===== src/hdl/fbc_pkg.sv =====
// ----------------------------------------------------------------------------
// fbc_pkg
// Shared types and constants for the frustum box cull block.
// ----------------------------------------------------------------------------
package fbc_pkg;

  localparam int KIND_W = 2;
  localparam int IDX_W  = 4;
  localparam int ELEM_W = 24;
  localparam int BOX_W  = 32;
  localparam int VERD_W = 2;
  localparam int FRAC_B = 16;

  localparam logic [KIND_W-1:0] KIND_PROJ = 2'd0;
  localparam logic [KIND_W-1:0] KIND_VIEW = 2'd1;
  localparam logic [KIND_W-1:0] KIND_REBUILD = 2'd2;
  localparam logic [KIND_W-1:0] KIND_BOX = 2'd3;

  localparam logic [VERD_W-1:0] VERD_OUTSIDE = 2'd0;
  localparam logic [VERD_W-1:0] VERD_INTERSECT = 2'd1;
  localparam logic [VERD_W-1:0] VERD_INSIDE = 2'd2;

  // controller -> datapath commands
  typedef struct packed {
    logic       load;      // capture input beat
    logic       clip_en;   // accumulate one clip product
    logic [3:0] clip_e;    // clip element r*4+c
    logic [1:0] clip_k;
    logic       clip_clr;  // start new clip element
    logic       clip_wr;   // write finished clip element
    logic       plane_en;  // write one plane row from clip
    logic [1:0] plane_r;
    logic       box_clr;
    logic       box_mul;   // low coefficient half products for one plane
    logic       box_mulh;  // high coefficient half products for one plane
    logic       box_sum;   // sum stage for one plane
    logic [2:0] box_p;
  } fbc_cmd_t;

  typedef struct packed {
    logic [VERD_W-1:0] verdict;
  } fbc_sts_t;

endpackage


===== src/hdl/fbc_ctrl.sv =====
// ----------------------------------------------------------------------------
// fbc_ctrl
// Sequencer: accepts beats, steps rebuild and box passes, holds the verdict.
// ----------------------------------------------------------------------------
module fbc_ctrl import fbc_pkg::*; (
  input  logic clk,
  input  logic rst_n,
  input  logic in_valid,
  input  logic [KIND_W-1:0] in_kind,
  output logic in_ready,
  output logic out_valid,
  input  logic out_ready,
  output logic [VERD_W-1:0] out_verdict,
  output fbc_cmd_t cmd,
  input  fbc_sts_t sts
);
  typedef enum logic [4:0] {
    S_IDLE  = 5'b00001,
    S_CLIP  = 5'b00010,
    S_PLANE = 5'b00100,
    S_BOX   = 5'b01000,
    S_DONE  = 5'b10000
  } state_t;

  state_t state_r, state_nxt;
  logic [5:0] cnt_r, cnt_nxt;   // rebuild: {e,k}; box: {plane, phase}
  logic ov_r, ov_nxt;
  logic [VERD_W-1:0] verd_r;
  logic take;
  logic [5:0] lag_r;            // multiply step whose product sits in prod_r
  logic lag_v_r;

  assign in_ready = (state_r == S_IDLE) && !ov_r;
  assign take = in_valid && in_ready;
  assign out_valid = ov_r;
  assign out_verdict = verd_r;

  always_comb begin
    state_nxt = state_r;
    cnt_nxt = cnt_r;
    ov_nxt = ov_r && !out_ready;
    cmd = '0;
    cmd.load = take;
    cmd.clip_e = cnt_r[5:2];
    cmd.clip_k = cnt_r[1:0];
    cmd.plane_r = cnt_r[1:0];
    cmd.box_p = cnt_r[4:2];
    // clip accumulation runs one register (lag_r) behind the multiply address
    cmd.clip_en = lag_v_r;
    cmd.clip_clr = lag_v_r && lag_r[1:0] == 2'd0;
    cmd.clip_wr = lag_v_r && lag_r[1:0] == 2'd3;
    case (state_r)
      S_IDLE: begin
        cnt_nxt = '0;
        cmd.box_clr = 1'b1;
        if (take && in_kind == KIND_REBUILD) state_nxt = S_CLIP;
        if (take && in_kind == KIND_BOX) state_nxt = S_BOX;
      end
      S_CLIP: begin
        cnt_nxt = cnt_r + 6'd1;
        if (cnt_r == 6'd63) state_nxt = S_PLANE;
      end
      S_PLANE: begin
        cmd.plane_en = 1'b1;
        cnt_nxt = cnt_r + 6'd1;
        if (cnt_r[1:0] == 2'd3) state_nxt = S_IDLE;
      end
      S_BOX: begin
        // phase 0: low half products, 1: high half products, 2: corner signs
        cmd.box_mul = cnt_r[1:0] == 2'd0;
        cmd.box_mulh = cnt_r[1:0] == 2'd1;
        cmd.box_sum = cnt_r[1:0] == 2'd2;
        if (cnt_r[1:0] == 2'd2) begin
          cnt_nxt = {cnt_r[5:2] + 4'd1, 2'd0};
          if (cnt_r[4:2] == 3'd5) state_nxt = S_DONE;
        end else begin
          cnt_nxt = cnt_r + 6'd1;
        end
      end
      S_DONE: begin
        ov_nxt = 1'b1;
        state_nxt = S_IDLE;
      end
      default: state_nxt = S_IDLE;
    endcase
  end

  always_ff @(posedge clk) begin
    if (!rst_n) begin
      state_r <= S_IDLE;
      cnt_r <= '0;
      ov_r <= 1'b0;
      lag_v_r <= 1'b0;
    end else begin
      state_r <= state_nxt;
      cnt_r <= cnt_nxt;
      ov_r <= ov_nxt;
      lag_v_r <= (state_r == S_CLIP);
    end
  end

  always_ff @(posedge clk) begin
    lag_r <= cnt_r;
    if (state_r == S_DONE) verd_r <= sts.verdict;
  end
endmodule


===== config.mk =====
export PLATFORM = sky130hd
export DESIGN_NAME = fbc_ctrl
export DESIGN_NICKNAME = d
export VERILOG_FILES = /design/src/hdl/fbc_pkg.sv /design/src/hdl/fbc_ctrl.sv
export SDC_FILE = /design/constraint.sdc
export NUM_CORES = 1
export LEC_CHECK = 0
export ABC_AREA = 1
export ABC_CLOCK_PERIOD_IN_PS = 1900
export BUFFER_PORTS_ARGS = -buffer_cell sky130_fd_sc_hd__buf_2
export CAP_MARGIN = 40
export CORE_MARGIN = 4
export CORE_UTILIZATION = 30
export DETAILED_ROUTE_END_ITERATION = 8
export HOLD_SLACK_MARGIN = 0.12
export PLACE_DENSITY_LB_ADDON = 0.1
export SYNTH_ARGS = -nofsm -noshare
export SYNTH_HDL_FRONTEND = slang
export SYNTH_SLANG_ARGS = --single-unit

===== constraint.sdc =====
create_clock -name clk -period 1.9 [get_ports clk]
set_input_delay 0 -clock clk [delete_from_list [all_inputs] [get_ports clk]]
set_output_delay 0 -clock clk [all_outputs]
set_load 0.03 [all_outputs]

==> out/results.ini, run 1 <==
[place]
hpwlAfterDp_mm = 2.27
placed_cells = 248
pre_cts_ws_ns = 0.339
port-buffer-count = 31
place.gp.congestion = 0.847

[synth]
synth_top_area_share_pct = 25.7
ys_warn_count = 0
yosysSeqAreaShare_pct = 30.8
synth-edff-count = 2
async_flop_share_pct = 0
synth.avg_cell_area_sq_um = 6.68
synth_common_cells = nand2_1 (37), nor2_1 (30), inv_1 (27)
synth_nets = 190
synth_area_leaders = dfxtp_1 (26%), nand2_1 (12%), nor2_1 (9.6%), inv_1 (8.7%), ha_1 (7.5%)
syn_area_sq_um = 1170
synthMostInstantiatedCell = nand2_1
ys.flop_type = dfxtp_1
ys_seq_elements = 17
yosysTopAreaCell = dfxtp_1
synth_cell_types = 24
syn_inst = 175

[layout]
final_cells = 259
fillCellCount = 412
nNetsFinal = 227
n_antenna_cell = 0
drive_above_1_share_pct = 25.6
area.growth.synth_to_final_pct = 24.5

[timing]
final.setup.tns_ns = 0
finalHoldViolCount = 0
finalCritPeriodShare_pct = 83.0
drv_slew = 0
min_period_ns = 1.58
setup_viol = 0
rsz0062_at_grt = false
worst_slack_ns = 0.324
tightestPinTransition_ns = 0.543
slew_headroom_pct = 63.5
fmax_mhz = 634
fin_worst_skew_ns = 0.00479

[die]
die_h_um = 70.4
rows = 22
die_w_um = 70.4
die_area_sq_um = 4960
core_sq_um = 3720
ios = 32
initial_utilization_pct = 31.4

[clock_tree]
numCtsBuffers = 3
clk_pin_slew_worst_paths_ns = 0.08
clk_root_buffer_cell = clkbuf_8
tritoncts = done
clk_latency_ns = 0.26
cts.sinks = 17
clockBufferDepth = 2
cts_max_level = 1

[hold_path]
hold_end = state_r[1]$_SDFFE_PN0P_
hold_depth = 5
hp-class = primary input to flop
hold_path.startpoint = in_valid

[routing]
wirelength_mm = 2.98
dr.pass1.iters = 4
ant_nets = 0
vias = 1179
drt-initial-drc-count = 89
drc = 0
viasPerCell = 4.55
avgRoutedWirePerCell_um = 11.5

[grt]
grt_pass1_wl_mm = 5.02
grtUsageTotal_pct = 12.7
grt-ovfl-total = 0
grt_pass1_vias = 1058
antenna_found_initial = 0
grt_max_degree = 11

[power_and_ir_drop]
ir_drop_uv = 480
leakage_uw = 0.000800
total_power_uw = 1670
p_per_area_nw_per_um2 = 1150

[setup_path]
startpoint_type = flop
critPathArrivalTime_ns = 1.74
r2r-end = state_r[2]$_SDFFE_PN0P_
crit_path_end_kind = flop
ff2ff_setup_slack_ns = 0.32
r2r_start = cnt_r[0]$_SDFFE_PN0P_
crit_path_start = cnt_r[0]$_SDFFE_PN0P_
reg2regPathDepth = 8
required_ns = 2.06
cp_max_fo = 9
path_class = flop to flop

[run_status]
outcome = completed

[run]
maxCapViolations = 0

## placed cells by master, fill, tap and decap left out, types with 2 or more instances in the layout
cell type	n
a21oi_1	4
buf_2	31
clkbuf_8	3
dfxtp_1	15
dlygate4sd3_1	7
edfxtp_1	2
ha_1	7
inv_1	27
inv_2	5
nand2_1	37
nand3_1	15
nand3_2	2
nand4_1	2
nand4_2	3
nor2_1	30
nor2_2	3
nor2_4	2
o21ai_0	4
o21ai_1	3
## cells by family (layout without fill, tap and decap cells)
kind of cell    count (synthesis)  after routing  share of synthesized area (%)
simple gates                   97             97                           39.3
fa+ha+maj                       7              7                           7.49
xor+xnor                        2              2                           1.50
flops                          17             17                           30.8
buf+inv                        39             75                           14.8
compound gates                 13             13                           6.10
## sequential cells by signal (all words and copies together) (netlist names)
name and count:
cnt_r 6, state_r 5, lag_r 2, out_verdict 2
lag_v_r 1, out_valid 1
## stage by stage
stage / area [sq um] / hold slack, ns / util, %
4_1_cts: 1460 / 0.129 / 39.2
3_5_place_dp: 1340 / 0.185 / 36.0
6_report: 1460 / 0.130 / 39.2
3_3_place_gp: 1340 / 0.182 / 36.0
5_1_grt: 1460 / 0.144 / 39.2
2_1_floorplan: 1170 / 0.0842 / -
## worst max-delay path, stage by stage, from the launching register on
cell     delay (ns)
dfxtp_1        0.48
inv_1          0.13
ha_1           0.31
nand3_1        0.12
nand4_1        0.13
nand3_1        0.12
nor2_1         0.06
nor2_1         0.09
nor2_1         0.05
## repair_timing
item,CTS,global route
resized for setup,0,0
hold endpoints to repair,11,0
hold buffers,7,0
setup buffers,0,0
setup endpoints to repair,0,0
## how the worst max path moves through the flow
stage,slack [ns],end
finish,0.32,state_r[2]$_SDFFE_PN0P_
global route,0.13,state_r[2]$_SDFFE_PN0P_
CTS,0.32,state_r[2]$_SDFFE_PN0P_
detailed placement,0.34,state_r[2]$_SDFFE_PN0P_
global placement,0.38,state_r[2]$_SDFFE_PN0P_
floorplan,0.26,cnt_r[3]$_SDFFE_PN0P_
## report_power, final
group / internal, uW / total [uW] / switching, uW
clock: 146 / 285 / 139
combinational: 262 / 853 / 591
sequential: 435 / 533 / 98.7
## area by class of cell
cell class | count | area (sq um) | area share (%)
multi-input combinational | 119 | 636 | 43.7
sequential | 17 | 360 | 24.8
timing repair buffer | 39 | 233 | 16.0
inverter | 32 | 120 | 8.25
tap | 48 | 60.1 | 4.13
clock buffer | 3 | 41.3 | 2.84
clock inverter | 1 | 5.00 | 0.344
## layer usage
| layer | vias to the layer above | routed length [um] | global-route usage (%) | part of all wire [%] |
|---|---|---|---|---|
| met5 | - | 0 | 0 | 0 |
| li1 | 607 | - | - | - |
| met4 | 0 | 37 | 5.32 | 1.2 |
| met1 | 537 | 1450 | 16.9 | 49 |
| met2 | 31 | 1320 | 19.3 | 44 |
| met3 | 4 | 173 | 3.02 | 5.8 |
No activity file was read; power rests on OpenSTA's default activity.
==> run 2: changes to the inputs <==
- ABC_CLOCK_PERIOD_IN_PS: 1900 -> 1650
- clock period: 1.9 -> 1.65 ns (I/O delays scaled with it)
==> run 2 against run 1 <==
  * Final cell count grew 0.77%
  * Clock power increased by 12%
  * Critical path type unchanged
  * Wire length down 2.8%
  * Combinational power is 21% higher
  * Largest power group unchanged
==> out/results.ini, run 2 (synthesized netlist as in run 1, its figures left out) <==
[clock_tree]
clk_root_buffer_cell = clkbuf_8  ; unchanged
clk_latency_ns = 0.25  ; was 0.26 ns
numCtsBuffers = 3  ; unchanged
clk_pin_slew_worst_paths_ns = 0.07  ; was 0.08 ns
tritoncts = done  ; unchanged
cts_max_level = 1  ; unchanged
cts.sinks = 17  ; unchanged
clockBufferDepth = 2  ; unchanged

[hold_path]
hold_path.startpoint = in_valid  ; unchanged
hp-class = primary input to flop  ; unchanged

[setup_path]
slowest_stage = dfxtp_1  ; unchanged
crit_end = state_r[2]$_SDFFE_PN0P_  ; unchanged
crit_path_start = cnt_r[0]$_SDFFE_PN0P_  ; unchanged
max_stage_delay_ns = 0.32  ; was 0.48 ns
r2r-end = state_r[2]$_SDFFE_PN0P_  ; unchanged
crit_path_end_kind = flop  ; unchanged
reg2regPathDepth = 9  ; was 8
path_cells = inv_1 > ha_1 > nand3_1 > nand4_1 > nand2_1 > nor2_1 > nand3_1 > nand2_1 > nor2_1  ; was inv_1 > ha_1 > nand3_1 > nand4_1 > nand3_1 > nor2_1 > nor2_1 > nor2_1
cp_max_fo = 7  ; was 9
path_class = flop to flop  ; unchanged
critPathArrivalTime_ns = 1.62  ; was 1.74 ns
required_ns = 1.80  ; was 2.06 ns
r2r_start = cnt_r[0]$_SDFFE_PN0P_  ; unchanged
startpoint_type = flop  ; unchanged
ff2ff_setup_slack_ns = 0.18  ; was 0.32 ns

[place]
place.gp.congestion = 0.830  ; was 0.847
port-buffer-count = 31  ; unchanged
hpwlAfterDp_mm = 2.28  ; was 2.27 mm

[power_and_ir_drop]
ir_drop_uv = 422  ; was 480 uV
clockPowerShare_pct = 16.4  ; was 17.0%
intPower_uw = 996  ; was 842 uW
p_sw_uw = 939  ; was 828 uW
leakage_uw = 0.000811  ; was 0.000800 uW
p_sw_share_pct = 48.5  ; was 49.6%
p_per_area_nw_per_um2 = 1320  ; was 1150 nW/um^2
power.share.sequential_pct = 30.3  ; was 31.9%
comb_power_share_pct = 53.2  ; was 51.0%

[die]
initial_utilization_pct = 31.4  ; unchanged
core_sq_um = 3720  ; unchanged
die_w_um = 70.4  ; unchanged
ios = 32  ; unchanged
rows = 22  ; unchanged
die_h_um = 70.4  ; unchanged
die_area_sq_um = 4960  ; unchanged

[layout]
n_antenna_cell = 0  ; unchanged
final_cell_mix = nand2_1 (37), buf_2 (31), nor2_1 (30), inv_1 (27)  ; unchanged
nNetsFinal = 229  ; was 227
largest_reg_flops = 6  ; unchanged
drive_above_1_share_pct = 26.3  ; was 25.6%
fin_util_pct = 39.6  ; was 39.2%
top_register = cnt_r  ; unchanged
reg_top3 = cnt_r x6, state_r x5  ; unchanged
area.growth.synth_to_final_pct = 25.8  ; was 24.5%
final_common_cell = nand2_1  ; unchanged

[timing]
finalHoldViolCount = 0  ; unchanged
finalCritPeriodShare_pct = 88.8  ; was 83.0%
tightestPinTransition_ns = 0.512  ; was 0.543 ns
final.setup.tns_ns = 0  ; unchanged
rsz0062_at_grt = false  ; unchanged
fin_worst_skew_ns = 0.00270  ; was 0.00479 ns
drv_slew = 0  ; unchanged
slew_headroom_pct = 65.6  ; was 63.5%
setup_viol = 0  ; unchanged
fmax_mhz = 682  ; was 634 MHz
min_period_ns = 1.47  ; was 1.58 ns

[run]
maxCapViolations = 0  ; unchanged

[routing]
viasPerCell = 4.39  ; was 4.55
wirelength_mm = 2.89  ; was 2.98 mm
ant_nets = 0  ; unchanged
drc = 0  ; unchanged
vias = 1145  ; was 1179
avgRoutedWirePerCell_um = 11.1  ; was 11.5 um
dr.pass1.iters = 4  ; unchanged
drt-initial-drc-count = 37  ; was 89

[run_status]
outcome = completed  ; unchanged

[grt]
grt-ovfl-total = 0  ; unchanged
met1_usage_pct = 15.1  ; was 16.9%
grtUsageTotal_pct = 12.6  ; was 12.7%
antenna_found_initial = 0  ; unchanged
busiest_layer = met2  ; unchanged
grt_max_degree = 11  ; unchanged
grt_pass1_wl_mm = 5.04  ; was 5.02 mm
use_met2_pct = 22.0  ; was 19.3%
use_met3_pct = 3.60  ; was 3.02%
grt_pass1_vias = 1150  ; was 1058

run 2: worst min-delay path by stage:
stage,to,slack [ns],cells past startpoint
after floorplan,state_r[0]$_SDFFE_PN1P_,0.08,1
after global placement,out_verdict[1]$_DFFE_PP_,0.18,1
after detailed placement,out_verdict[1]$_DFFE_PP_,0.18,1
after CTS,state_r[1]$_SDFFE_PN0P_,0.13,5
after global routing,state_r[1]$_SDFFE_PN0P_,0.14,5
final,state_r[1]$_SDFFE_PN0P_,0.14,5
run 2: layout make-up:
cell class / instances / area (sq um)
multi-input cells: 119 / 636
repair buffers: 41 / 248
fillers: 402 / 2250
well taps: 48 / 60.1
clock inverters: 1 / 5.00
clock buffers: 3 / 41.3
inverters: 32 / 120
flip-flops and latches: 17 / 360
run 2: stage by stage:
step | instances | total power (uW) | setup slack [ns] | hold WS [ns] | cell area, sq um
3_5_place_dp | 250 | 1620 | 0.209 | 0.179 | 1350
4_1_cts | 261 | 1970 | 0.184 | 0.126 | 1470
2_1_floorplan | 175 | 1390 | 0.00529 | 0.0842 | 1170
3_3_place_gp | 250 | 1610 | 0.244 | 0.181 | 1350
5_1_grt | 261 | 2110 | 0.0257 | 0.138 | 1470
6_report | 261 | 1930 | 0.184 | 0.138 | 1470
run 2: worst max-delay path, delay by kind of cell, from the launching register on:
family / cells / cell delay [ns]
adders and majority gates: 1 / 0.28
buffers and inverters: 1 / 0.10
DFF: 1 / 0.32
and+or+nand+nor: 7 / 0.67
run 2: timing repair:
action	4_1_cts	5_1_grt
resized for setup	0	0
buffers inserted	0	0
endpoints found under the hold margin	11	0
setup endpoints to repair	0	0
hold buffers	7	0
run 2: per-layer routing:
layer,part of all wire [%],vias to the layer above
li1,-,616
met1,46,498
met2,48,26
met3,5.1,5
met4,0.97,0
met5,0,-
run 2: power by group through the flow:
stage | Combinational (uW) | Clock (uW) | Sequential [uW]
floorplan | 710 | 0 | 683
global placement | 1020 | 0 | 593
detailed placement | 1030 | 0 | 597
CTS | 1040 | 333 | 588
global route | 1170 | 348 | 601
finish | 1030 | 318 | 587
==> run 3: changes to the inputs <==
- ABC_CLOCK_PERIOD_IN_PS: 1650 -> 1600
- clock period: 1.65 -> 1.6 ns (I/O delays scaled with it)
==> run 3 against run 2 <==
  * Count of clock-buffer cells in the layout is the same
  * Setup slack lost 0.032 ns
  * Sequential share of layout area increased by 0.23 points
  * Clock power is 5% higher
  * Via count rose by 1.7%
  * Total power rose by 3.3%
  * Die area stayed put
  * Critical endpoint is now cmd[3]
  * Largest cell class unchanged
  * Highest routed layer unchanged
==> out/results.ini, run 3 (synthesized netlist as in run 1, its figures left out) <==
[timing]
min_period_ns = 1.45
setup_viol = 0  ; unchanged
fmax_mhz = 691
final.setup.tns_ns = 0  ; unchanged
finalCritPeriodShare_pct = 90.5
finalHoldViolCount = 0  ; unchanged
fin_worst_skew_ns = 0.00166  ; was 0.00270 ns
drv_slew = 0  ; unchanged
slew_headroom_pct = 64.3  ; was 65.6%
tightestPinTransition_ns = 0.531  ; was 0.512 ns
worst_slack_ns = 0.152  ; was 0.184 ns

[die]
die_w_um = 70.4  ; unchanged
die_area_sq_um = 4960  ; unchanged
initial_utilization_pct = 31.4  ; unchanged
die_h_um = 70.4  ; unchanged
core_sq_um = 3720  ; unchanged
ios = 32  ; unchanged
rows = 22  ; unchanged

[clock_tree]
clockBufferDepth = 2  ; unchanged
tritoncts = done  ; unchanged
cts_max_level = 1  ; unchanged
numCtsBuffers = 3  ; unchanged
clk_latency_ns = 0.25  ; about the same
cts_setup_buffers = 0  ; unchanged
cts.sinks = 17  ; unchanged
clk_root_buffer_cell = clkbuf_8  ; unchanged
clk_pin_slew_worst_paths_ns = 0.07  ; about the same

[layout]
fin_util_pct = 39.6  ; about the same
final_cell_mix = nand2_1 (37), buf_2 (31), nor2_1 (30), inv_1 (27), nand3_1 (15)  ; was nand2_1 (37), buf_2 (31), nor2_1 (30), inv_1 (27)
nNetsFinal = 227  ; was 229
final_common_cell = nand2_1  ; unchanged
reg_top3 = cnt_r x6, state_r x5  ; unchanged
n_antenna_cell = 0  ; unchanged
area.growth.synth_to_final_pct = 25.9  ; was 25.8%
drive_above_1_share_pct = 28.4  ; was 26.3%
top_register = cnt_r  ; unchanged
stdcell_area_sq_um = 1470  ; about the same
largest_reg_flops = 6  ; unchanged

[grt]
grt_pass1_wl_mm = 5.07  ; was 5.04 mm
grt-ovfl-total = 0  ; unchanged
antenna_found_initial = 0  ; unchanged
grtUsageTotal_pct = 12.7  ; was 12.6%
grt_pass1_vias = 1091  ; was 1150
grt_max_degree = 11  ; unchanged

[setup_path]
critPathArrivalTime_ns = 1.45  ; was 1.62 ns
crit_path_end_kind = primary output  ; was flop
r2r-end = state_r[2]$_SDFFE_PN0P_  ; unchanged
startpoint_type = flop  ; unchanged
reg2regPathDepth = 9  ; unchanged
max_stage_delay_ns = 0.37  ; was 0.32 ns
slowest_stage = dfxtp_1  ; unchanged
ff2ff_setup_slack_ns = 0.16  ; was 0.18 ns
path_cells = nor2_4 > nand3_2 > nor2_2 > buf_2  ; was inv_1 > ha_1 > nand3_1 > nand4_1 > nand2_1 > nor2_1 > nand3_1 > nand2_1 > nor2_1
r2r_start = cnt_r[0]$_SDFFE_PN0P_  ; unchanged
required_ns = 1.60  ; was 1.80 ns
path_class = flop to primary output  ; was flop to flop
cp_max_fo = 8  ; was 7

[hold_path]
hold_depth = 5  ; unchanged
hold_path.startpoint = in_valid  ; unchanged
hold_end = state_r[1]$_SDFFE_PN0P_  ; unchanged
hp-class = primary input to flop  ; unchanged

[routing]
dr.pass1.iters = 4  ; unchanged
drc = 0  ; unchanged
vias = 1165  ; was 1145
drt-initial-drc-count = 38  ; was 37
avgRoutedWirePerCell_um = 11.2  ; was 11.1 um
ant_nets = 0  ; unchanged
viasPerCell = 4.50  ; was 4.39
wirelength_mm = 2.91  ; was 2.89 mm

[place]
pre_cts_ws_ns = 0.0926  ; was 0.209 ns
hpwlAfterDp_mm = 2.27  ; was 2.28 mm
place.gp.congestion = 0.826  ; was 0.830
port-buffer-count = 31  ; unchanged
place_area_sq_um = 1350  ; about the same

[power_and_ir_drop]
clockPowerShare_pct = 16.7  ; was 16.4%
p_sw_share_pct = 49.1  ; was 48.5%
leakage_uw = 0.000799  ; was 0.000811 uW
p_sw_uw = 981  ; was 939 uW
power.share.sequential_pct = 32.3  ; was 30.3%
p_per_area_nw_per_um2 = 1360  ; was 1320 nW/um^2
ir_drop_uv = 548  ; was 422 uV
intPower_uw = 1020  ; was 996 uW
comb_power_share_pct = 51.0  ; was 53.2%

[run]
maxCapViolations = 0  ; unchanged

[run_status]
outcome = completed  ; unchanged

-- run 3: cell count changes in the layout (fill, tap and decap cells not counted) --
| cell | before | now |
|---|---|---|
| buf_4 | 3 | 2 |
| dfxtp_1 | 15 | 12 |
| dfxtp_2 | 0 | 3 |
| dlygate4sd3_1 | 7 | 6 |
| ha_1 | 7 | 5 |
| ha_2 | 0 | 1 |
| ha_4 | 0 | 1 |
-- run 3: per-stage QoR --
step | power [uW] | hold WS [ns] | std cells
2_1_floorplan | 1440 | 0.0842 | 175
3_3_place_gp | 1650 | 0.181 | 249
3_5_place_dp | 1650 | 0.179 | 249
4_1_cts | 2010 | 0.144 | 259
5_1_grt | 2190 | 0.180 | 259
6_report | 2000 | 0.144 | 259
-- run 3: worst max-delay path by stage --
stage | from | endpoint | slack [ns] | cells after the start
after floorplan | cnt_r[2]$_SDFFE_PN0P_ | state_r[2]$_SDFFE_PN0P_ | 0.05 | 9
after global placement | cnt_r[0]$_SDFFE_PN0P_ | state_r[2]$_SDFFE_PN0P_ | 0.14 | 9
after detailed placement | cnt_r[0]$_SDFFE_PN0P_ | state_r[2]$_SDFFE_PN0P_ | 0.09 | 9
after CTS | cnt_r[0]$_SDFFE_PN0P_ | state_r[2]$_SDFFE_PN0P_ | 0.06 | 9
after global routing | cnt_r[0]$_SDFFE_PN0P_ | state_r[2]$_SDFFE_PN0P_ | -0.0009 | 9
final | state_r[0]$_SDFFE_PN1P_ | cmd[3] | 0.15 | 4
-- run 3: routing by layer --
metal	part of all wire, %	vias to the layer above	track usage (%)
li1	-	610	-
met1	46	522	15.7
met2	48	29	21.2
met3	4.8	4	2.59
met4	1.2	0	5.53
met5	0	-	0
-- run 3: repair_timing --
item,in CTS,in global routing
setup endpoints to repair,0,4
endpoints found under the hold margin,11,0
hold buffers,6,0
resized for setup,0,4
-- run 3: cell type report --
| class | instances | area, sq um |
|---|---|---|
| well taps | 48 | 60.1 |
| multi-input cells | 119 | 651 |
| flip-flops and latches | 17 | 364 |
| repair buffers | 39 | 230 |
| clock buffers | 3 | 41.3 |
| inverters | 32 | 120 |
| clock inverters | 1 | 5.00 |
| fillers | 415 | 2240 |
-- run 3: power by group through the flow --
| stage | registers (uW) | logic [uW] | clock network, uW |
|---|---|---|---|
| after floorplan | 709 | 732 | 0 |
| after global placement | 642 | 1000 | 0 |
| after detailed placement | 650 | 1000 | 0 |
| after CTS | 640 | 1020 | 353 |
| after global routing | 670 | 1140 | 373 |
| final | 645 | 1020 | 334 |
-- run 3: worst max-delay path: cells and delay by family, from the launching register on --
family                 cells  cell delay, ns
and+or+nand+nor            3            0.61
DFF                        1            0.37
buffers and inverters      1            0.22
